File: src/sv/jetp_pkg.sv
// Shared types and constants for the Julia escape-time pixel core.
`timescale 1ns / 1ps
package jetp_pkg;

   localparam int WORD_W     = 64;
   localparam int PIX_W      = 12;
   localparam int DIM_W      = 13;
   localparam int CNT_W      = 10;
   localparam int CREG_W     = 32;
   localparam int LEVEL_W    = 8;
   localparam int CSR_IDX_W  = 3;
   localparam int CSR_DATA_W = 32;
   localparam int FIFO_DEPTH = 2;

   localparam logic [DIM_W-1:0] RST_WIDTH    = 13'd512;
   localparam logic [DIM_W-1:0] RST_HEIGHT   = 13'd512;
   localparam logic [CNT_W-1:0] RST_MIN_ITER = 10'd0;
   localparam logic [CNT_W-1:0] RST_MAX_ITER = 10'd255;
   localparam logic [LEVEL_W-1:0] LEVEL_FULL = 8'd255;

   typedef enum logic [CSR_IDX_W-1:0] {
      CSR_C_REAL,
      CSR_C_IMAG,
      CSR_WIDTH,
      CSR_HEIGHT,
      CSR_MIN_ITER,
      CSR_MAX_ITER
   } csr_index_type;

   typedef struct packed {
      logic signed [CREG_W-1:0] c_real;
      logic signed [CREG_W-1:0] c_imag;
      logic [DIM_W-1:0]         image_width;
      logic [DIM_W-1:0]         image_height;
      logic [CNT_W-1:0]         min_iterations;
      logic [CNT_W-1:0]         max_iterations;
   } cfg_type;

   typedef struct packed {
      logic [WORD_W-1:0] re;
      logic [WORD_W-1:0] im;
   } zpair_type;

   typedef enum logic [1:0] {
      FR_IDLE,
      FR_RUN,
      FR_PUSH
   } front_state_type;

   typedef enum logic [2:0] {
      BK_IDLE,
      BK_MUL,
      BK_CHECK,
      BK_DIV,
      BK_OUT
   } back_state_type;

   // which of the three products a partial product belongs to
   typedef enum logic [1:0] {
      PROD_RR,
      PROD_II,
      PROD_RI
   } prod_sel_type;

endpackage

File: src/sv/jetp_fifo.sv
// Short queue of start points between the front and back ends.
`timescale 1ns / 1ps
module jetp_fifo import jetp_pkg::*; (
   input  logic      clock,
   input  logic      reset,
   input  logic      push_valid,
   output logic      push_ready,
   input  zpair_type push_data,
   output logic      pop_valid,
   input  logic      pop_ready,
   output zpair_type pop_data
);

   localparam int PTR_W = $clog2(FIFO_DEPTH);

   zpair_type        mem_ff [FIFO_DEPTH];
   logic [PTR_W-1:0] wr_ptr_ff, rd_ptr_ff;
   logic [PTR_W:0]   fill_ff;
   logic             do_push, do_pop;

   assign push_ready = fill_ff != (PTR_W + 1)'(FIFO_DEPTH);
   assign pop_valid  = fill_ff != '0;
   assign pop_data   = mem_ff[rd_ptr_ff];
   assign do_push    = push_valid && push_ready;
   assign do_pop     = pop_valid && pop_ready;

   always_ff @(posedge clock) begin
      if (reset) begin
         wr_ptr_ff <= '0;
         rd_ptr_ff <= '0;
         fill_ff   <= '0;
      end else begin
         if (do_push) begin
            wr_ptr_ff <= PTR_W'(wr_ptr_ff + 1'b1);
         end
         if (do_pop) begin
            rd_ptr_ff <= PTR_W'(rd_ptr_ff + 1'b1);
         end
         case ({do_push, do_pop})
            2'b10:   fill_ff <= (PTR_W + 1)'(fill_ff + 1'b1);
            2'b01:   fill_ff <= (PTR_W + 1)'(fill_ff - 1'b1);
            default: fill_ff <= fill_ff;
         endcase
      end
   end

   always_ff @(posedge clock) begin
      if (do_push) begin
         mem_ff[wr_ptr_ff] <= push_data;
      end
   end

endmodule

File: config.mk
export PLATFORM = sky130hd
export DESIGN_NAME = jetp_fifo
export DESIGN_NICKNAME = d
export VERILOG_FILES = /design/src/sv/jetp_pkg.sv /design/src/sv/jetp_fifo.sv
export SDC_FILE = /design/constraint.sdc
export NUM_CORES = 1
export LEC_CHECK = 0
export ABC_CLOCK_PERIOD_IN_PS = 8050
export BUFFER_PORTS_ARGS = -buffer_cell sky130_fd_sc_hd__buf_2
export CORE_MARGIN = 2
export CORE_UTILIZATION = 55
export DETAILED_ROUTE_END_ITERATION = 16
export PLACE_DENSITY = 0.83
export SLEW_MARGIN = 15
export SYNTH_ARGS = -nofsm -noshare
export SYNTH_HDL_FRONTEND = slang
export SYNTH_SLANG_ARGS = --single-unit
File: constraint.sdc
create_clock -name clock -period 8.05 [get_ports clock]
set_clock_uncertainty 0.05 [all_clocks]
set_input_delay 1.61 -clock clock [delete_from_list [all_inputs] [get_ports clock]]
set_output_delay 1.61 -clock clock [all_outputs]
set_load 0.02 [all_outputs]
==> flow_summary.ini <==
[timing]
finalCriticalPeriod_ns = 4.51
fmax_mhz = 222
whs_ns = 0.479
fin_setup_tns_ns = 0
slew_viol_final = 0
worstMarginPinSlew_ns = 1.11
slew_headroom = 0.260
grt_setup_unrepaired = false
setup_viol = 0
finalHoldViolCount = 0
post-route-period-util = 0.560

[logic_synthesis]
synth_nets = 555
yosys_warnings = 0
netlist-cell-type-count = 20
synth-seq-cells = 261
mappedNetlistArea_um2 = 9430
yosysSeqAreaShare = 0.826
synthCells = 422
synth_area_per_cell_um2 = 22.3

[placement]
hpwl_um = 11500
io_buffer_count = 261
gp_congestion = 0.752

[clock_network]
cts_made_buffers = 26
worstSkewPairLatency_ns = 0.50
post_cts_resized = 0
clockBufferDepth = 3
root_buffer = clkbuf_16
cts_sinks = 261
post-cts-setup-buffers = 0
cts_tree = yes
htreeDepth = 1
hold_buffers = 0
path_clk_slew_ns = 0.06

[critical_path]
arrival_ns = 2.85
required_ns = 6.39
path_class = reg -> out
reg2reg_depth = 3
cp-start-kind = flip-flop
endpoint_kind = output port
path_max_fanout = 69

[cells_and_area]
final_nets = 833
areaGrowthSynthToFinish_pct = 24.6
diodes = 0
mostFrequentLayoutCells = buf_2 (261), edfxtp_1 (256), mux2_2 (128)
mostFrequentLayoutCell = buf_2
drive_above_1_share = 0.601

[min_path]
hold_class = reg -> reg
holdPathStages = 2

[job]
drv_cap = 0

[drt]
routedWlPerCell_um = 18.8
vias = 4908
viasPerCell = 5.24
drt-total-wl_um = 17600
drtIter0Drc = 287
drc = 0
ant_nets = 0
first_pass_iters = 4

[pwr]
ir_drop_mv = 0.204
power_density_nw_per_um2 = 338
cellLeakagePower_nw = 4.38

[floorplan]
rows = 47
dieWidth_um = 135
start_util = 0.566
fp.dieArea_um2 = 18200
io_pins = 262
chipHeight_um = 135
core_um2 = 16600

[global_route]
grt_use_total = 0.187
grt_max_degree = 81
antenna_found_initial = 0
gr-total-overflow = 0
grt_pass1_vias = 5218
grt_pass1_wl_um = 26400

[status]
status = finished clean
[layer usage]
layer / vias up / share of wire / global-route usage
li1: 2229 / - / -
met1: 2454 / 0.36 / 0.220
met2: 198 / 0.53 / 0.340
met3: 27 / 0.086 / 0.0526
met4: 0 / 0.018 / 0.0491
met5: - / 0 / 0
[where the power goes]
group          switching (mW)  internal, mW  leakage (nW)  total (mW)
combinational           0.638         0.430          1.56        1.07
sequential             0.0896          1.72          2.44        1.81
clock                   0.454         0.639         0.382        1.09
[flip-flops by register name (all words and copies together) (netlist names), named ones only]
name and cells:
mem_ff 256, rd_ptr_ff 1, wr_ptr_ff 1, fill_ff 2
[cells by family after synthesis]
group	after synthesis	synth area share
buffers and inverters	15	0.00836
adder cells (fa/ha/maj)	1	0.00133
AO/OA/AOI/OAI	5	0.00345
flip-flops	261	0.826
multiplexers	128	0.153
XOR/XNOR	3	0.00279
AND/OR/NAND/NOR	9	0.00505
[synthesized netlist by cell type]
cell type	count	area share
edfxtp_1	256	0.82
mux2_2	128	0.15
buf_2	12	0.0064
dfxtp_1	5	0.011
nor2_1	3	0.0012
a21oi_1	2	0.0011
buf_4	2	0.0016
xnor2_1	2	0.0019
a21bo_2	1	0.0011
and3_1	1	0.00066
ha_1	1	0.0013
inv_1	1	0.00040
nand2_1	1	0.00040
nand2b_1	1	0.00066
nand3b_1	1	0.00080
o21a_1	1	0.00080
o21ai_0	1	0.00053
or2_2	1	0.00066
or3_1	1	0.00066
xor2_1	1	0.00093
[stage by stage]
step                      setup slack, ns  area, µm²  std cells  total power [mW]   util
after global placement               4.10      11000        892              2.88  0.659
after floorplan                      2.89       9430        422              2.57      -
after detailed placement             4.05      11000        892              2.91  0.659
final                                3.54      11700        936              3.97  0.706
after CTS                            3.50      11700        936              4.01  0.706
after global routing                 3.37      11700        936              4.13  0.706
[worst paths after layout]
path / startpoint / endpoint / slack, ns
hold / removal: rd_ptr_ff$_SDFFE_PP0P_ / flip-flop / 0.48
setup reg to reg: fill_ff[0]$_SDFFE_PP0P_ / mem_ff[1][5]$_DFFE_PP_ / 5.27
setup / recovery: flip-flop / pop_data[60] / 3.54
hold reg to reg: rd_ptr_ff$_SDFFE_PP0P_ / flip-flop / 0.48
[critical path: stages, from the launching register on]
cell and delay, ns:
dfxtp_4 0.88, buf_4 0.82, mux2_2 0.43, buf_2 0.16
[cell type report]
cell class	count	area (µm²)
Clock buffer	33	698
Clock inverter	11	77.6
Fill cell	1033	4900
Inverter	1	6.26
Multi-Input combinational cell	146	1570
Sequential cell	261	7790
Tap cell	220	275
Timing Repair Buffer	264	1330
(Power assumes the default switching activity.)
