File: src/sv/jetp_pkg.sv
// Shared types and constants for the Julia escape-time pixel core.
`timescale 1ns / 1ps
package jetp_pkg;

   localparam int WORD_W     = 64;
   localparam int PIX_W      = 12;
   localparam int DIM_W      = 13;
   localparam int CNT_W      = 10;
   localparam int CREG_W     = 32;
   localparam int LEVEL_W    = 8;
   localparam int CSR_IDX_W  = 3;
   localparam int CSR_DATA_W = 32;
   localparam int FIFO_DEPTH = 2;

   localparam logic [DIM_W-1:0] RST_WIDTH    = 13'd512;
   localparam logic [DIM_W-1:0] RST_HEIGHT   = 13'd512;
   localparam logic [CNT_W-1:0] RST_MIN_ITER = 10'd0;
   localparam logic [CNT_W-1:0] RST_MAX_ITER = 10'd255;
   localparam logic [LEVEL_W-1:0] LEVEL_FULL = 8'd255;

   typedef enum logic [CSR_IDX_W-1:0] {
      CSR_C_REAL,
      CSR_C_IMAG,
      CSR_WIDTH,
      CSR_HEIGHT,
      CSR_MIN_ITER,
      CSR_MAX_ITER
   } csr_index_type;

   typedef struct packed {
      logic signed [CREG_W-1:0] c_real;
      logic signed [CREG_W-1:0] c_imag;
      logic [DIM_W-1:0]         image_width;
      logic [DIM_W-1:0]         image_height;
      logic [CNT_W-1:0]         min_iterations;
      logic [CNT_W-1:0]         max_iterations;
   } cfg_type;

   typedef struct packed {
      logic [WORD_W-1:0] re;
      logic [WORD_W-1:0] im;
   } zpair_type;

   typedef enum logic [1:0] {
      FR_IDLE,
      FR_RUN,
      FR_PUSH
   } front_state_type;

   typedef enum logic [2:0] {
      BK_IDLE,
      BK_MUL,
      BK_CHECK,
      BK_DIV,
      BK_OUT
   } back_state_type;

   // which of the three products a partial product belongs to
   typedef enum logic [1:0] {
      PROD_RR,
      PROD_II,
      PROD_RI
   } prod_sel_type;

endpackage

File: src/sv/jetp_if.sv


interface jetp_rsp_if;
   logic       valid;
   logic       ready;
   logic [7:0] escape_level;
   logic [7:0] red_channel;
   logic [7:0] green_blue_channel;
   modport source (output valid, output escape_level, output red_channel,
                   output green_blue_channel, input ready);
   modport sink (input valid, input escape_level, input red_channel,
                 input green_blue_channel, output ready);
endinterface


File: src/sv/jetp_back.sv
// Back end: iterates z = z*z + c on one shared multiplier and scales the escape count.
`timescale 1ns / 1ps
module jetp_back import jetp_pkg::*; #(
   parameter int FRAC_BITS = 28
) (
   input  logic       clock,
   input  logic       reset,
   input  cfg_type    cfg,
   input  logic       pop_valid,
   output logic       pop_ready,
   input  zpair_type  pop_data,
   jetp_rsp_if.source rsp_bus
);

   localparam int ACC_W  = FRAC_BITS + WORD_W;
   localparam int HALF_W = WORD_W / 2;
   localparam int MUL_W  = HALF_W + 1;
   localparam int PROD_W = 2 * MUL_W;
   localparam int CNT_X  = CNT_W + 1;
   localparam int DIVD_W = CNT_W + LEVEL_W;
   localparam int SHL    = (FRAC_BITS >= 28) ? FRAC_BITS - 28 : 0;
   localparam int SHR    = (FRAC_BITS < 28) ? 28 - FRAC_BITS : 0;
   localparam logic [3:0] MUL_STEPS = 4'd12;
   localparam logic [2:0] DIV_LAST  = 3'd7;
   localparam logic [WORD_W-1:0] FOUR = {{(WORD_W-3){1'b0}}, 3'b100} << FRAC_BITS;

   back_state_type state_ff, state_in;

   logic [3:0]         step_ff;
   logic [WORD_W-1:0]  zr_ff, zi_ff, rr_ff, ii_ff, ri_ff;
   logic [CNT_X-1:0]   count_ff;
   logic [ACC_W-1:0]   acc_ff;
   logic signed [PROD_W-1:0] prod_ff;
   logic               tag_valid_ff, tag_last_ff;
   prod_sel_type       tag_dest_ff;
   logic [1:0]         tag_shift_ff;
   logic [CNT_W-1:0]   rem_ff;
   logic [LEVEL_W-1:0] dlow_ff, quo_ff;
   logic [2:0]         div_step_ff;
   logic               rsp_valid_ff;
   logic [LEVEL_W-1:0] level_out_ff, red_out_ff, gb_out_ff;

   logic               take, issue, load_out;
   logic signed [WORD_W-1:0] cr_ext, ci_ext;
   logic [WORD_W-1:0]  cr, ci;
   prod_sel_type       sel;
   logic [1:0]         part;
   logic [WORD_W-1:0]  opa, opb;
   logic signed [MUL_W-1:0] ma, mb;
   logic [ACC_W-1:0]   pext, pshift, acc_sum;
   logic [WORD_W-1:0]  mag_sum;
   logic               stop;
   logic [DIVD_W-1:0]  dividend;
   logic [CNT_W:0]     dtrial;
   logic               dge;
   logic [CNT_W-1:0]   rem_in;
   logic [LEVEL_W-1:0] quo_in;

   // Q4.28 register to working format
   assign cr_ext = {{(WORD_W-CREG_W){cfg.c_real[CREG_W-1]}}, cfg.c_real};
   assign ci_ext = {{(WORD_W-CREG_W){cfg.c_imag[CREG_W-1]}}, cfg.c_imag};
   assign cr = (FRAC_BITS >= 28) ? WORD_W'(cr_ext << SHL) : WORD_W'(cr_ext >>> SHR);
   assign ci = (FRAC_BITS >= 28) ? WORD_W'(ci_ext << SHL) : WORD_W'(ci_ext >>> SHR);

   // partial product schedule: step[3:2] picks the product, step[1:0] the halves
   assign sel  = prod_sel_type'(step_ff[3:2]);
   assign part = step_ff[1:0];
   assign opa  = (sel == PROD_II) ? zi_ff : zr_ff;
   assign opb  = (sel == PROD_RR) ? zr_ff : zi_ff;
   assign ma   = part[0] ? $signed({opa[WORD_W-1], opa[WORD_W-1:HALF_W]})
                         : $signed({1'b0, opa[HALF_W-1:0]});
   assign mb   = part[1] ? $signed({opb[WORD_W-1], opb[WORD_W-1:HALF_W]})
                         : $signed({1'b0, opb[HALF_W-1:0]});
   assign issue = (state_ff == BK_MUL) && (step_ff < MUL_STEPS);

   assign pext = {{(ACC_W-PROD_W){prod_ff[PROD_W-1]}}, prod_ff};
   always_comb begin
      case (tag_shift_ff)
         2'd0:    pshift = pext;
         2'd1:    pshift = pext << HALF_W;
         default: pshift = pext << WORD_W;
      endcase
   end
   assign acc_sum = acc_ff + pshift;

   assign mag_sum = rr_ff + ii_ff;
   assign stop = !($signed(mag_sum) < $signed(FOUR))
              || (count_ff > {1'b0, cfg.max_iterations});

   // 255*count as (count << 8) - count
   assign dividend = {count_ff[CNT_W-1:0], {LEVEL_W{1'b0}}}
                   - {{LEVEL_W{1'b0}}, count_ff[CNT_W-1:0]};
   assign dtrial = {rem_ff, dlow_ff[LEVEL_W-1]};
   assign dge    = dtrial >= {1'b0, cfg.max_iterations};
   assign rem_in = dge ? CNT_W'(dtrial - {1'b0, cfg.max_iterations}) : dtrial[CNT_W-1:0];
   assign quo_in = {quo_ff[LEVEL_W-2:0], dge};

   always_ff @(posedge clock) begin
      if (reset) begin
         state_ff <= BK_IDLE;
      end else begin
         state_ff <= state_in;
      end
   end

   always_comb begin
      state_in  = state_ff;
      pop_ready = 1'b0;
      take      = 1'b0;
      load_out  = 1'b0;
      unique case (state_ff)
         BK_IDLE: begin
            pop_ready = 1'b1;
            if (pop_valid) begin
               take     = 1'b1;
               state_in = BK_MUL;
            end
         end
         BK_MUL: begin
            if (step_ff == MUL_STEPS) begin
               state_in = BK_CHECK;
            end
         end
         BK_CHECK: begin
            if (!stop) begin
               state_in = BK_MUL;
            end else if (count_ff < {1'b0, cfg.max_iterations}) begin
               state_in = BK_DIV;
            end else begin
               state_in = BK_OUT;
            end
         end
         BK_DIV: begin
            if (div_step_ff == DIV_LAST) begin
               state_in = BK_OUT;
            end
         end
         BK_OUT: begin
            if (!rsp_valid_ff || rsp_bus.ready) begin
               load_out = 1'b1;
               state_in = BK_IDLE;
            end
         end
         default: state_in = BK_IDLE;
      endcase
   end

   always_ff @(posedge clock) begin
      if (reset) begin
         tag_valid_ff <= 1'b0;
      end else begin
         tag_valid_ff <= issue;
      end
   end

   // multiplier stage, registered with its routing tag
   always_ff @(posedge clock) begin
      if (issue) begin
         prod_ff      <= ma * mb;
         tag_dest_ff  <= sel;
         tag_last_ff  <= part == 2'd3;
         tag_shift_ff <= {1'b0, part[0]} + {1'b0, part[1]};
      end
   end

   always_ff @(posedge clock) begin
      if (take) begin
         zr_ff    <= pop_data.re;
         zi_ff    <= pop_data.im;
         count_ff <= {1'b0, cfg.min_iterations};
         acc_ff   <= '0;
         step_ff  <= '0;
      end else begin
         if (state_ff == BK_MUL) begin
            step_ff <= 4'(step_ff + 1'b1);
         end
         if (tag_valid_ff) begin
            if (tag_last_ff) begin
               acc_ff <= '0;
               case (tag_dest_ff)
                  PROD_RR: rr_ff <= acc_sum[FRAC_BITS +: WORD_W];
                  PROD_II: ii_ff <= acc_sum[FRAC_BITS +: WORD_W];
                  default: ri_ff <= acc_sum[FRAC_BITS +: WORD_W];
               endcase
            end else begin
               acc_ff <= acc_sum;
            end
         end
         if (state_ff == BK_CHECK) begin
            if (!stop) begin
               zr_ff    <= rr_ff - ii_ff + cr;
               zi_ff    <= {ri_ff[WORD_W-2:0], 1'b0} + ci;
               count_ff <= CNT_X'(count_ff + 1'b1);
               step_ff  <= '0;
            end else begin
               rem_ff      <= dividend[DIVD_W-1:LEVEL_W];
               dlow_ff     <= dividend[LEVEL_W-1:0];
               quo_ff      <= '0;
               div_step_ff <= '0;
            end
         end
         if (state_ff == BK_DIV) begin
            rem_ff      <= rem_in;
            dlow_ff     <= {dlow_ff[LEVEL_W-2:0], 1'b0};
            quo_ff      <= quo_in;
            div_step_ff <= 3'(div_step_ff + 1'b1);
         end
      end
   end

   // result word register
   always_ff @(posedge clock) begin
      if (reset) begin
         rsp_valid_ff <= 1'b0;
      end else if (load_out) begin
         rsp_valid_ff <= 1'b1;
      end else if (rsp_bus.ready) begin
         rsp_valid_ff <= 1'b0;
      end
   end

   always_ff @(posedge clock) begin
      if (load_out) begin
         level_out_ff <= quo_ff;
         red_out_ff   <= (quo_ff != '0) ? LEVEL_FULL : '0;
         gb_out_ff    <= (quo_ff != '0) ? LEVEL_W'(LEVEL_FULL - quo_ff) : '0;
      end
   end

   assign rsp_bus.valid              = rsp_valid_ff;
   assign rsp_bus.escape_level       = level_out_ff;
   assign rsp_bus.red_channel        = red_out_ff;
   assign rsp_bus.green_blue_channel = gb_out_ff;

endmodule

File: src/flat_wrapper.sv
// flat-port wrapper written by rule: the top's interface ports become plain ports
module jetp_back_flat import jetp_pkg::*;
#(
   parameter int FRAC_BITS = 28
)
  (clock, reset, cfg, pop_valid, pop_ready, pop_data, rsp_bus_valid, rsp_bus_escape_level, rsp_bus_red_channel, rsp_bus_green_blue_channel, rsp_bus_ready);
  jetp_rsp_if rsp_bus_i ();
  input  logic clock;
  input  logic reset;
  input  cfg_type cfg;
  input  logic pop_valid;
  output logic pop_ready;
  input  zpair_type pop_data;
  output wire logic [$bits(rsp_bus_i.valid)-1:0] rsp_bus_valid;
  output wire logic [$bits(rsp_bus_i.escape_level)-1:0] rsp_bus_escape_level;
  output wire logic [$bits(rsp_bus_i.red_channel)-1:0] rsp_bus_red_channel;
  output wire logic [$bits(rsp_bus_i.green_blue_channel)-1:0] rsp_bus_green_blue_channel;
  input wire logic [$bits(rsp_bus_i.ready)-1:0] rsp_bus_ready;
  assign rsp_bus_valid = rsp_bus_i.valid;
  assign rsp_bus_escape_level = rsp_bus_i.escape_level;
  assign rsp_bus_red_channel = rsp_bus_i.red_channel;
  assign rsp_bus_green_blue_channel = rsp_bus_i.green_blue_channel;
  assign rsp_bus_i.ready = rsp_bus_ready;
  jetp_back #(.FRAC_BITS(FRAC_BITS)) u_core (.clock(clock), .reset(reset), .cfg(cfg), .pop_valid(pop_valid), .pop_ready(pop_ready), .pop_data(pop_data), .rsp_bus(rsp_bus_i));
endmodule
File: config.mk
export PLATFORM = sky130hd
export DESIGN_NAME = jetp_back_flat
export DESIGN_NICKNAME = d
export VERILOG_FILES = /design/src/sv/jetp_pkg.sv /design/src/sv/jetp_if.sv /design/src/sv/jetp_back.sv /design/src/flat_wrapper.sv
export SDC_FILE = /design/constraint.sdc
export NUM_CORES = 2
export LEC_CHECK = 0
export BUFFER_PORTS_ARGS = -buffer_cell sky130_fd_sc_hd__buf_2
export CAP_MARGIN = 20
export CORE_MARGIN = 4
export CORE_UTILIZATION = 55
export CTS_BUF_LIST = sky130_fd_sc_hd__clkbuf_8
export DETAILED_ROUTE_END_ITERATION = 8
export PLACE_DENSITY = 0.75
export SLEW_MARGIN = 15
export SYNTH_ARGS = -nofsm -noshare
export SYNTH_HDL_FRONTEND = slang
export SYNTH_SLANG_ARGS = --single-unit
File: constraint.sdc
create_clock -name clock -period 28 [get_ports clock]
set_input_delay 8.4 -clock clock [delete_from_list [all_inputs] [get_ports clock]]
set_output_delay 8.4 -clock clock [all_outputs]
set_load 0.02 [all_outputs]
==> results.md <==
* RSZ-0062 raised after global routing: no
* Setup CP Type: input pin to register
* Seq/Total Area, Yosys at 19.5%
* Asr flop ratio synth at 0%
* DR vias at 66800
* Final Cell Area at 0.0844 mm2
* Crit end category: register
* DR WL met3 at between 30 and 40 mm
* Worst Path Max Fanout at 4
* Largest net degree at the start of global routing at 88
* Mapped Cells at 8891
* TritonCTS clock tree: built
* Fin. max-slew vios at 0
* Slew headroom at 14.8%
* Fin. Hold Viols at 0
* CTS H-tree lvls at 3
* Vias in the first global route at 67400
* Status: finished, final reports clean
* Fraction of layout cells with a size suffix above 1 at 7.24%
* GR Overflow Total at 0
* Maxcap violations at 0
* Routed Antenna Nets at 0
* Hold Crit Depth at 0
* DP Area at 0.0822 mm2
* Maximum clock path buffer count at 3
* Drt first pass iters at 6
* Worst Setup Start Kind: input pin
* DRT iter0 DRCs at 7250
* Period utilization at 45.5%
* Chip height at ~390 um
* Post-synth net total at 10900
* RePlAce Congestion at 1.01
* Distinct cells, synth at 106
* Actual slew at the worst max-slew pin at about 1.3 ns
* Reg area at between 0.015 and 0.02 mm2
* Detailed placement HPWL at 225 mm
* Clock-pin slew on the worst setup and hold paths at 0.06 ns
* Antenna violations before repair at 37
* Setup violators final at 0
* IO buf count at 241
* Clk_lat worst skew at 0.84 ns
* Synth Area per Inst at 8.89 um2
* Rows at 138
* Period minus WS final at 12.74 ns
* Total Neg Setup Slack at 0 ns
* Global-route wire length before repair at 421 mm
* CP required at 28.57 ns
* Setup bufs post-CTS at 0
* Met1 wire length at 106 mm
* Commonest cells after routing, fill and taps aside: inv_1 (1507), fa_1 (1211), nand2_1 (1083)
* Layout overhead on the synthesized area at 6.81%
* Via-to-Cell Ratio at 6.11
* Clk sink count at 547
* Die width at around 390 um
* Root Buffer: clkbuf_8
* Synth area leader: fa_1
* Met2 wire length at 119 mm
* Post-CTS resize count at 0
* Worst min path class: register to register
* Max Clk Rate at 78.5 MHz
* Flops & latches, synth at 547
* Die footprint at 0.150 mm2
* Netlist area before placement at 0.0790 mm2
* WL/cell at between 20 and 30 um
* Top cells by area, synth: fa_1 (31%), edfxtp_1 (17%), ha_1 (8.3%)
* # IOs at 268
* Most common cell after layout, fill and taps aside: inv_1
* Worst EP arrival at 13.31 ns
* Synth Warn # at 0
* Post-synth top flop: edfxtp_1
* Final core utilization at 59.4%
* Multi-input combinational cell area at 0.0566 mm2
* Worst r2r path cells at 31
* Core ar. at 0.142 mm2
* Fill count at 12300
* Post-synth top area share at 30.7%
* Starting Density at 55.6%
* EDFF count, synth at 445
* Global Route Usage Sum at 37.5%
* Final net count at 10900
* Hold-fix buffers at CTS at 0
* Worst Skew at 0.0789 ns
* # DRC at 0
* Top sig layer: met5
* CTS Buf Count at 99
* WL final at 283 mm
## cell families after synthesis
kind of cell,Yosys count,synth area share [%]
DFF,547,19.5
muxes,66,0.985
adders and majority gates,1736,39.0
AOI/OAI and AO/OA,1579,12.7
xor gates and xnor gates,321,3.56
and+or+nand+nor,2726,15.1
buffers and inverters,1916,9.16
## synthesized netlist by cell type, types with 8 or more instances
cell and n:
xor2_1 129, mux2i_1 53, a21o_1 230, nor2_1 903, nor2b_1 110, a31oi_1 44
a22o_1 28, nand3_1 137, and3_1 53, fa_1 1211, o31a_1 8, and2_1 107
xnor2_1 192, o31ai_1 22, a211oi_1 31, or3_1 12, inv_1 1485, a21oi_1 547
buf_1 15, or2_2 22, dfxtp_1 102, and4_1 15, nand4_1 92, o21bai_1 58
nand2_1 1085, o21ai_1 69, buf_2 9, nand3b_1 8, clkbuf_1 397, a21boi_0 15
nor3_1 68, mux4_2 9, o21ai_0 266, nor4_1 16, o21a_1 88, nand2b_1 65
a221o_1 12, a221oi_1 11, o211ai_1 23, ha_1 525, edfxtp_1 445
## final cells by class
cell class,count,area share [%]
Tap cell,1890,2.80
Clock inverter,73,0.713
Inverter,1487,6.61
Multi-Input combinational cell,6428,67.0
Sequential cell,547,18.3
Antenna cell,22,0.0652
Clock buffer,110,1.79
Timing Repair Buffer,380,2.73
## stage by stage
stage | std cells | hold WS (ns) | setup WS, ns
2_1_floorplan | 8891 | 0.406 | 13.53
3_3_place_gp | 10700 | 0.460 | 14.63
3_5_place_dp | 10700 | 0.464 | 14.60
4_1_cts | 10900 | 0.460 | 15.49
5_1_grt | 10900 | 0.494 | 15.16
6_report | 10900 | 0.465 | 15.26
## routing by layer
layer | vias up | global-route usage, %
met4 | 22 | 22.0
met3 | 963 | 12.3
met5 | - | 1.15
met2 | 4022 | 54.9
met1 | 33100 | 48.8
li1 | 28800 | -
## sequential cells by signal, summed over array words and instances, names as in the netlist
name	count
u_core.acc_ff	92
u_core.div_step_ff	3
u_core.quo_ff	8
u_core.rsp_bus.escape_level	8
u_core.rsp_bus.green_blue_channel	8
u_core.step_ff	4
u_core.ri_ff	63
u_core.tag_valid_ff	1
u_core.count_ff	11
u_core.tag_dest_ff	2
u_core.tag_shift_ff	2
u_core.zr_ff	64
u_core.rsp_bus.red_channel	1
u_core.state_ff	3
u_core.dlow_ff	8
u_core.prod_ff	66
u_core.ii_ff	64
u_core.zi_ff	64
u_core.rsp_bus.valid	1
u_core.rem_ff	10
u_core.rr_ff	64
## final timing paths
| kind | start | end | slack [ns] |
|---|---|---|---|
| max | cfg[80] | u_core.zr_ff[48] | 15.26 |
| min | u_core.quo_ff[6] | u_core.rsp_bus.escape_level[6] | 0.46 |
| max reg2reg | u_core.step_ff[3] | u_core.prod_ff[65] | 16.90 |
| min reg2reg | u_core.quo_ff[6] | u_core.rsp_bus.escape_level[6] | 0.46 |
## critical path, stage by stage
cell	delay, ns
buf_2	0.08
inv_1	0.06
fa_1	0.54
inv_1	0.04
ha_1	0.35
nor2b_1	0.16
o31a_1	0.27
o311ai_1	0.77
a21oi_1	0.22
o2111ai_1	0.28
a21oi_1	0.17
a41o_1	0.29
o22ai_1	0.35
o21ai_1	0.23
a311oi_1	0.39
xor2_1	0.58
o21ai_1	0.10
Power is left out: the tool's default activity adds up to more than one toggle a clock period on the data nets, which glitch-free logic cannot reach.
