File: src/sv/jetp_pkg.sv
// Shared types and constants for the Julia escape-time pixel core.
`timescale 1ns / 1ps
package jetp_pkg;

   localparam int WORD_W     = 64;
   localparam int PIX_W      = 12;
   localparam int DIM_W      = 13;
   localparam int CNT_W      = 10;
   localparam int CREG_W     = 32;
   localparam int LEVEL_W    = 8;
   localparam int CSR_IDX_W  = 3;
   localparam int CSR_DATA_W = 32;
   localparam int FIFO_DEPTH = 2;

   localparam logic [DIM_W-1:0] RST_WIDTH    = 13'd512;
   localparam logic [DIM_W-1:0] RST_HEIGHT   = 13'd512;
   localparam logic [CNT_W-1:0] RST_MIN_ITER = 10'd0;
   localparam logic [CNT_W-1:0] RST_MAX_ITER = 10'd255;
   localparam logic [LEVEL_W-1:0] LEVEL_FULL = 8'd255;

   typedef enum logic [CSR_IDX_W-1:0] {
      CSR_C_REAL,
      CSR_C_IMAG,
      CSR_WIDTH,
      CSR_HEIGHT,
      CSR_MIN_ITER,
      CSR_MAX_ITER
   } csr_index_type;

   typedef struct packed {
      logic signed [CREG_W-1:0] c_real;
      logic signed [CREG_W-1:0] c_imag;
      logic [DIM_W-1:0]         image_width;
      logic [DIM_W-1:0]         image_height;
      logic [CNT_W-1:0]         min_iterations;
      logic [CNT_W-1:0]         max_iterations;
   } cfg_type;

   typedef struct packed {
      logic [WORD_W-1:0] re;
      logic [WORD_W-1:0] im;
   } zpair_type;

   typedef enum logic [1:0] {
      FR_IDLE,
      FR_RUN,
      FR_PUSH
   } front_state_type;

   typedef enum logic [2:0] {
      BK_IDLE,
      BK_MUL,
      BK_CHECK,
      BK_DIV,
      BK_OUT
   } back_state_type;

   // which of the three products a partial product belongs to
   typedef enum logic [1:0] {
      PROD_RR,
      PROD_II,
      PROD_RI
   } prod_sel_type;

endpackage

File: src/sv/jetp_if.sv
// Handshake channel interfaces for pixel requests, results and register writes.
`timescale 1ns / 1ps
interface jetp_req_if;
   logic        valid;
   logic        ready;
   logic [11:0] pixel_x;
   logic [11:0] pixel_y;
   modport source (output valid, output pixel_x, output pixel_y, input ready);
   modport sink (input valid, input pixel_x, input pixel_y, output ready);
endinterface


File: src/sv/jetp_front.sv
// Front end: accepts a pixel and scales it to the start point z0 with bit-serial dividers.
`timescale 1ns / 1ps
module jetp_front import jetp_pkg::*; #(
   parameter int FRAC_BITS  = 28,
   parameter int PIXEL_BITS = 12
) (
   input  logic      clock,
   input  logic      reset,
   jetp_req_if.sink  req_bus,
   input  cfg_type   cfg,
   output logic      push_valid,
   input  logic      push_ready,
   output zpair_type push_data
);

   localparam int PW     = (PIXEL_BITS < PIX_W) ? PIXEL_BITS : PIX_W;
   localparam int STEPS  = PW + FRAC_BITS + 2;
   localparam int STEP_W = $clog2(STEPS);
   localparam logic [STEP_W-1:0] LAST_STEP = STEP_W'(STEPS - 1);
   localparam logic [WORD_W-1:0] TWO = {{(WORD_W-2){1'b0}}, 2'b10} << FRAC_BITS;

   front_state_type state_ff, state_in;

   logic [STEP_W-1:0] step_ff;
   logic [PW-1:0]     numx_ff, numy_ff;
   logic [DIM_W-1:0]  remx_ff, remy_ff, remx_in, remy_in;
   logic [WORD_W-1:0] quox_ff, quoy_ff;
   logic [DIM_W-1:0]  dx, dy;
   logic [DIM_W:0]    tx, ty;
   logic              gex, gey;
   logic              accept;

   // a zero dimension scales as one
   assign dx = (cfg.image_width == '0) ? DIM_W'(1) : cfg.image_width;
   assign dy = (cfg.image_height == '0) ? DIM_W'(1) : cfg.image_height;

   // numerator is pixel << (FRAC_BITS+2); zeros shift in behind the pixel bits
   assign tx  = {remx_ff, numx_ff[PW-1]};
   assign ty  = {remy_ff, numy_ff[PW-1]};
   assign gex = tx >= {1'b0, dx};
   assign gey = ty >= {1'b0, dy};
   assign remx_in = gex ? DIM_W'(tx - {1'b0, dx}) : tx[DIM_W-1:0];
   assign remy_in = gey ? DIM_W'(ty - {1'b0, dy}) : ty[DIM_W-1:0];

   assign push_data.re = quox_ff - TWO;
   assign push_data.im = quoy_ff - TWO;

   always_ff @(posedge clock) begin
      if (reset) begin
         state_ff <= FR_IDLE;
      end else begin
         state_ff <= state_in;
      end
   end

   always_comb begin
      state_in       = state_ff;
      req_bus.ready  = 1'b0;
      push_valid     = 1'b0;
      accept         = 1'b0;
      unique case (state_ff)
         FR_IDLE: begin
            req_bus.ready = 1'b1;
            if (req_bus.valid) begin
               accept   = 1'b1;
               state_in = FR_RUN;
            end
         end
         FR_RUN: begin
            if (step_ff == LAST_STEP) begin
               state_in = FR_PUSH;
            end
         end
         FR_PUSH: begin
            push_valid = 1'b1;
            if (push_ready) begin
               state_in = FR_IDLE;
            end
         end
         default: state_in = FR_IDLE;
      endcase
   end

   always_ff @(posedge clock) begin
      if (accept) begin
         step_ff <= '0;
         numx_ff <= req_bus.pixel_x[PW-1:0];
         numy_ff <= req_bus.pixel_y[PW-1:0];
         remx_ff <= '0;
         remy_ff <= '0;
         quox_ff <= '0;
         quoy_ff <= '0;
      end else if (state_ff == FR_RUN) begin
         step_ff <= STEP_W'(step_ff + 1'b1);
         numx_ff <= {numx_ff[PW-2:0], 1'b0};
         numy_ff <= {numy_ff[PW-2:0], 1'b0};
         remx_ff <= remx_in;
         remy_ff <= remy_in;
         quox_ff <= {quox_ff[WORD_W-2:0], gex};
         quoy_ff <= {quoy_ff[WORD_W-2:0], gey};
      end
   end

endmodule

File: src/flat_wrapper.sv
// flat-port wrapper written by rule: the top's interface ports become plain ports
module jetp_front_flat import jetp_pkg::*;
#(
   parameter int FRAC_BITS  = 28,
   parameter int PIXEL_BITS = 12
)
  (clock, reset, cfg, push_valid, push_ready, push_data, req_bus_valid, req_bus_pixel_x, req_bus_pixel_y, req_bus_ready);
  jetp_req_if req_bus_i ();
  input  logic clock;
  input  logic reset;
  input  cfg_type cfg;
  output logic push_valid;
  input  logic push_ready;
  output zpair_type push_data;
  input wire logic [$bits(req_bus_i.valid)-1:0] req_bus_valid;
  input wire logic [$bits(req_bus_i.pixel_x)-1:0] req_bus_pixel_x;
  input wire logic [$bits(req_bus_i.pixel_y)-1:0] req_bus_pixel_y;
  output wire logic [$bits(req_bus_i.ready)-1:0] req_bus_ready;
  assign req_bus_i.valid = req_bus_valid;
  assign req_bus_i.pixel_x = req_bus_pixel_x;
  assign req_bus_i.pixel_y = req_bus_pixel_y;
  assign req_bus_ready = req_bus_i.ready;
  jetp_front #(.FRAC_BITS(FRAC_BITS), .PIXEL_BITS(PIXEL_BITS)) u_core (.clock(clock), .reset(reset), .req_bus(req_bus_i), .cfg(cfg), .push_valid(push_valid), .push_ready(push_ready), .push_data(push_data));
endmodule
File: config.mk
export PLATFORM = sky130hd
export DESIGN_NAME = jetp_front_flat
export DESIGN_NICKNAME = d
export VERILOG_FILES = /design/src/sv/jetp_pkg.sv /design/src/sv/jetp_if.sv /design/src/sv/jetp_front.sv /design/src/flat_wrapper.sv
export SDC_FILE = /design/constraint.sdc
export NUM_CORES = 1
export LEC_CHECK = 0
export BUFFER_PORTS_ARGS = -buffer_cell sky130_fd_sc_hd__clkbuf_2
export CORE_ASPECT_RATIO = 2
export CORE_MARGIN = 3
export CORE_UTILIZATION = 50
export CTS_BUF_LIST = sky130_fd_sc_hd__clkbuf_16
export DETAILED_ROUTE_END_ITERATION = 7
export PLACE_DENSITY = 0.8
export SYNTH_ARGS = -nofsm -noshare
export SYNTH_HDL_FRONTEND = slang
export SYNTH_SLANG_ARGS = --single-unit
export TNS_END_PERCENT = 30
File: constraint.sdc
create_clock -name clock -period 3.8 [get_ports clock]
set_clock_uncertainty 0.1 [all_clocks]
set_input_delay 0.76 -clock clock [delete_from_list [all_inputs] [get_ports clock]]
set_output_delay 0.76 -clock clock [all_outputs]
set_load 0.02 [all_outputs]
==> impl_metrics.py, run 1 <==
metrics = {
    "global_routing": {
        "grt_pass1_vias": 8843,
        "grt_use_total_pct": 22.3,
        "antenna_found_initial": 0,
        "grt_pass1_wl_mm": 40.6,
        "grt_max_degree": 150,
        "grt_overflow": 0,
    },
    "detailed_routing": {
        "drc": 0,
        "first_pass_iters": 4,
        "viasPerCell": 5.41,
        "wirelength_mm": 24.4,
        "drtAntennaViolNets": 0,
        "drtIter0Drc": 650,
        "vias": 9129,
        "wire_per_inst_um": 14.5,
    },
    "floorplan": {
        "num_io_pins": 268,
        "die_y_um": 207,
        "core_region_area_um2": 19500,
        "die_w_um": 106,
        "start_util_pct": 51.5,
        "dieArea_um2": 22000,
        "std_cell_rows": 72,
    },
    "power": {
        "ir_worst_vdd_mv": 0.377,
        "p_leak_uw": 0.00487,
        "cellPowerDensity_nw_per_um2": 508,
    },
    "clock_network": {
        "clkSinkCount": 186,
        "cts_buffers": 17,
        "clk_pin_slew_worst_paths_ns": 0.07,
        "cts_tree": "done",
        "clockBufferDepth": 2,
        "clockRootBuffer": "clkbuf_16",
        "clk_latency_ns": 0.42,
        "h-tree-depth": 4,
        "ctsHoldBuffers": 0,
    },
    "run": {
        "drv_cap": 0,
    },
    "timing": {
        "fmax_mhz": 273,
        "holdWs_ns": 0.373,
        "setup_viol": 0,
        "worstMarginPinSlew_ns": 0.991,
        "period_needed_ns": 3.67,
        "finalMaxSlewViolations": 0,
        "finalSetupTns_ns": 0,
        "max_slew_margin_pct": 33.6,
        "finalCritPeriodShare_pct": 96.5,
        "timing.final.hold_violations": 0,
    },
    "synthesis": {
        "syn_nets": 1479,
        "syn_area_um2": 10100,
        "synth_top_area_cell": "dfxtp_1",
        "yosysWarnings": 0,
        "synth_top_area_share_pct": 32.2,
        "netlist_instances": 1307,
        "synthTopCellsByCount": "369 x nand2_1, 162 x dfxtp_1, 156 x o21ai_0, 62 x clkbuf_1, 61 x nor2_1",
        "ys_top_cells_by_area": "dfxtp_1 32%, nand2_1 14%, o21ai_0 7.8%, edfxtp_1 7.2%, xor2_1 4.4%",
        "syn_avg_cell_area_um2": 7.70,
        "ys.flop_type": "dfxtp_1",
        "synth.ff_latch_count": 186,
        "ys_seq_area_share_pct": 39.4,
        "async_flop_share_pct": 0,
        "synth-edff-count": 24,
        "yosysUniqueCellTypes": 58,
        "yosysMostFrequentCell": "nand2_1",
    },
    "final_layout": {
        "diodes": 0,
        "final_cells": 1686,
        "nets": 1586,
        "drive_above_1_share_pct": 18.7,
        "utilization_pct": 58.5,
        "layout-area-overhead-vs-synth_pct": 13.7,
    },
    "worst_setup_path": {
        "worstPathMaxFanout": 4,
        "r2r_slack_ns": 0.85,
        "crit-reg2reg-capture": "u_core.remx_ff[11]",
        "worstSetupStartpointType": "flip-flop",
        "required_ns": 2.94,
        "cp.arrival_ns": 2.81,
        "r2r-start": "u_core.numx_ff[11]",
        "reg2reg_depth": 11,
        "end_kind": "output pin",
        "critical_path_class": "flip-flop to output pin",
    },
    "min_path": {
        "whs_endpoint": "u_core.quox_ff[26]",
        "hold_path.class": "flip-flop to flip-flop",
        "min_from": "u_core.quox_ff[26]",
        "whs_path_depth": 2,
    },
    "place": {
        "dp.cells": 1653,
        "port_buffers": 183,
        "gp_congestion": 0.895,
        "detailed_place_hpwl_mm": 17.4,
    },
    "status": {
        "status": "finished clean",
    },
}
state kept, by name, summed over array words and instances (netlist names):
register         flops
u_core.step_ff       6
u_core.state_ff      2
u_core.quox_ff      64
u_core.quoy_ff      64
u_core.numy_ff      12
u_core.numx_ff      12
u_core.remx_ff      13
u_core.remy_ff      13
cell usage in the layout, fill, tap and decap left out, types with 5 or more instances in the layout:
cell,synthesis,routed
a21oi_1,26,26
o21a_1,6,6
nor3_1,21,21
dfxtp_1,162,162
o211ai_1,21,21
nand4_1,7,7
nand3_1,42,42
nor4_1,17,14
a31oi_1,7,7
mux2i_1,6,6
or4_1,5,5
nor2_1,61,61
ha_1,32,32
nand2b_1,8,7
clkbuf_16,0,17
edfxtp_1,24,24
nor4_4,4,5
o31ai_1,7,7
o21ai_0,156,156
clkbuf_2,0,181
inv_1,47,49
buf_4,58,33
xor2_1,51,51
xnor2_1,30,30
o31a_1,6,6
or3_1,10,10
and3_1,5,5
a211oi_1,5,5
nand2_1,369,368
area by class of cell:
class	count	area, um2
tap	259	324
clock inverter	15	105
timing repair buffer	216	1180
inverter	47	176
clock buffer	17	425
fill	1804	8110
sequential	186	3960
multi-input combinational	946	5260
timing repair:
| action | in CTS | in global routing |
|---|---|---|
| endpoints found under the setup margin | 1 | 11 |
| setup buffers | 0 | 1 |
| pin swaps | 0 | 0 |
| resized for setup | 1 | 8 |
worst max-delay path: stages, from the launching register on:
cell	delay, ns
dfxtp_1	0.34
inv_2	0.09
ha_1	0.20
nor3b_4	0.25
nand3b_1	0.17
or4_4	0.49
or3_4	0.38
nor4_4	0.15
xor2_1	0.18
buf_4	0.16
power by group:
| part | internal [uW] | leakage (uW) | total (uW) | switching [uW] |
|---|---|---|---|---|
| Combinational | 700 | 0.00305 | 1830 | 1130 |
| Sequential | 2210 | 0.00155 | 2370 | 160 |
| Clock | 841 | 0.000271 | 1620 | 775 |
| Total | 3750 | 0.00487 | 5810 | 2060 |
layer usage:
metal | GRT usage, % | vias up | share of wire, % | wire length (um)
met5 | 0 | - | 0 | 0
met4 | 12.9 | 0 | 5.3 | 1290
met3 | 2.86 | 76 | 3.6 | 881
met2 | 40.9 | 251 | 53 | 13100
met1 | 24.4 | 4251 | 38 | 9180
li1 | - | 4551 | - | -
kinds of logic after synthesis:
logic type,count (synthesis),share of synthesized area (%)
muxes,6,0.597
buffers and inverters,175,8.84
and+or+nand+nor,571,25.1
AOI/OAI and AO/OA,254,14.6
DFF,186,39.4
adders and majority gates,34,4.38
xor gates and xnor gates,81,7.05
stage by stage:
step	total power (uW)	setup WS, ns	instance area, um2
2_1_floorplan	3720	0.357	10100
3_3_place_gp	4170	-0.0594	10900
3_5_place_dp	4220	-0.173	10900
4_1_cts	5850	0.0224	11400
5_1_grt	6200	-0.00394	11400
6_report	5810	0.134	11400
worst max-delay path by stage:
stage,start,cells past startpoint,end
floorplan,cfg[32],14,u_core.remy_ff[10]
global placement,cfg[45],16,u_core.remx_ff[11]
detailed placement,cfg[45],16,u_core.remx_ff[11]
CTS,u_core.quox_ff[29],9,push_data[127]
global route,u_core.quox_ff[30],9,push_data[123]
finish,u_core.quox_ff[29],9,push_data[127]
No activity file was read; power rests on OpenSTA's default activity.
==> run 2, diff against run 1 <==
CORE_ASPECT_RATIO = 1.25   (was 2)
TNS_END_PERCENT = 10   (was 30)
==> impl_metrics.py, run 2 (synthesis results as in run 1) <==
metrics = {
    "worst_setup_path": {
        "crit-reg2reg-capture": "u_core.remy_ff[8]",
        "end_kind": "output pin",
        "critical_path_class": "flip-flop to output pin",
        "cp.arrival_ns": 2.82,
        "reg2reg_depth": 10,
        "required_ns": 2.94,
        "r2r-start": "u_core.numy_ff[11]",
        "r2r_slack_ns": 0.97,
        "worstPathMaxFanout": 4,
        "worstSetupStartpointType": "flip-flop",
    },
    "global_routing": {
        "grt_overflow": 0,
        "antenna_found_initial": 0,
        "grt_pass1_vias": 8341,
        "grt_use_total_pct": 20.6,
        "grt_max_degree": 97,
        "grt_pass1_wl_mm": 38.0,
    },
    "timing": {
        "finalMaxSlewViolations": 0,
        "worstMarginPinSlew_ns": 1.03,
        "period_needed_ns": 3.68,
        "max_slew_margin_pct": 30.8,
        "finalCritPeriodShare_pct": 96.7,
        "timing.final.hold_violations": 0,
        "setup_viol": 0,
        "fmax_mhz": 272,
        "finalSetupTns_ns": 0,
        "rsz0062_at_grt": "yes",
    },
    "min_path": {
        "hold_path.class": "flip-flop to flip-flop",
        "min_from": "u_core.quoy_ff[63]",
        "whs_path_depth": 2,
        "whs_endpoint": "u_core.quoy_ff[63]",
    },
    "final_layout": {
        "reg.largest.list": "u_core.quox_ff x64, u_core.quoy_ff x64",
        "fin_area_um2": 11400,
        "final_common_cell": "nand2_1",
        "final_cells": 1679,
        "drive_above_1_share_pct": 17.9,
        "nets": 1573,
        "layout-area-overhead-vs-synth_pct": 12.8,
        "diodes": 0,
        "final_cell_mix": "368 x nand2_1, 180 x clkbuf_2, 162 x dfxtp_1",
        "utilization_pct": 57.9,
    },
    "run": {
        "drv_cap": 0,
    },
    "detailed_routing": {
        "viasPerCell": 5.31,
        "drtIter0Drc": 599,
        "drc": 0,
        "wire_per_inst_um": 13.7,
        "drtAntennaViolNets": 0,
        "first_pass_iters": 5,
        "wirelength_mm": 23.1,
        "vias": 8913,
    },
    "floorplan": {
        "core_region_area_um2": 19600,
        "dieArea_um2": 21900,
        "die_y_um": 165,
        "std_cell_rows": 57,
        "start_util_pct": 51.3,
        "num_io_pins": 268,
        "die_w_um": 133,
    },
    "place": {
        "dp.cells": 1647,
        "detailed_place.area_um2": 10800,
        "port_buffers": 183,
        "gp_congestion": 0.929,
        "detailed_place_hpwl_mm": 16.0,
    },
    "clock_network": {
        "clk_latency_ns": 0.42,
        "clkSinkCount": 186,
        "cts_tree": "done",
        "post-cts-setup-buffers": 0,
        "clk_pin_slew_worst_paths_ns": 0.07,
        "cts_buffers": 17,
        "clockBufferDepth": 2,
        "h-tree-depth": 4,
        "clockRootBuffer": "clkbuf_16",
    },
    "power": {
        "cellPowerDensity_nw_per_um2": 512,
        "p_leak_uw": 0.00481,
        "ir_worst_vdd_mv": 0.371,
        "power.total_uw": 5810,
    },
    "status": {
        "status": "finished clean",
    },
}
-- run 2: routing by layer --
| metal | vias up | global-route usage [%] | part of all wire [%] |
|---|---|---|---|
| met5 | - | 0 | 0 |
| met4 | 0 | 7.33 | 2.2 |
| met3 | 39 | 3.84 | 4.5 |
| met2 | 216 | 35.8 | 49 |
| met1 | 4123 | 25.5 | 44 |
| li1 | 4535 | - | - |
-- run 2: how the worst max path moves through the flow --
stage	from	end	slack, ns	cells after the start
4_1_cts	u_core.quox_ff[29]	push_data[127]	0.06	9
6_report	u_core.quox_ff[29]	push_data[127]	0.12	9
5_1_grt	u_core.quox_ff[29]	push_data[127]	-0.06	9
3_3_place_gp	cfg[29]	u_core.remy_ff[10]	0.005	14
3_5_place_dp	cfg[29]	u_core.remy_ff[8]	-0.05	14
2_1_floorplan	cfg[32]	u_core.remy_ff[10]	0.36	14
-- run 2: per-stage QoR --
stage / worst slack (ns) / hold slack, ns
2_1_floorplan: 0.357 / 0.343
3_3_place_gp: 0.00460 / 0.357
3_5_place_dp: -0.0523 / 0.366
4_1_cts: 0.0584 / 0.375
5_1_grt: -0.0609 / 0.398
6_report: 0.125 / 0.371
-- run 2: final cells by class --
type	count	area [um2]
fill	1763	8260
multi-input combinational	946	5250
inverter	47	176
clock buffer	17	425
timing repair buffer	203	1080
clock inverter	15	125
sequential	186	3960
tap	265	332
-- run 2: critical path: stages (launching register included) --
cell and delay [ns]:
dfxtp_1 0.32, inv_1 0.11, ha_2 0.20, nor3b_4 0.24
nand3b_1 0.16, or4_4 0.47, or3_4 0.38, nor4_4 0.16
xor2_1 0.18, buf_4 0.16
-- run 2: timing repair --
action / 4_1_cts / 5_1_grt
hold buffers: 0 / 0
resized for setup: 0 / 9
endpoints found under the setup margin: 0 / 8
-- run 2: power breakdown --
group	leakage, uW	switching [uW]	total [uW]	internal, uW
Sequential	0.00155	158	2370	2210
Clock	0.000277	776	1680	904
Combinational	0.00298	1100	1770	667
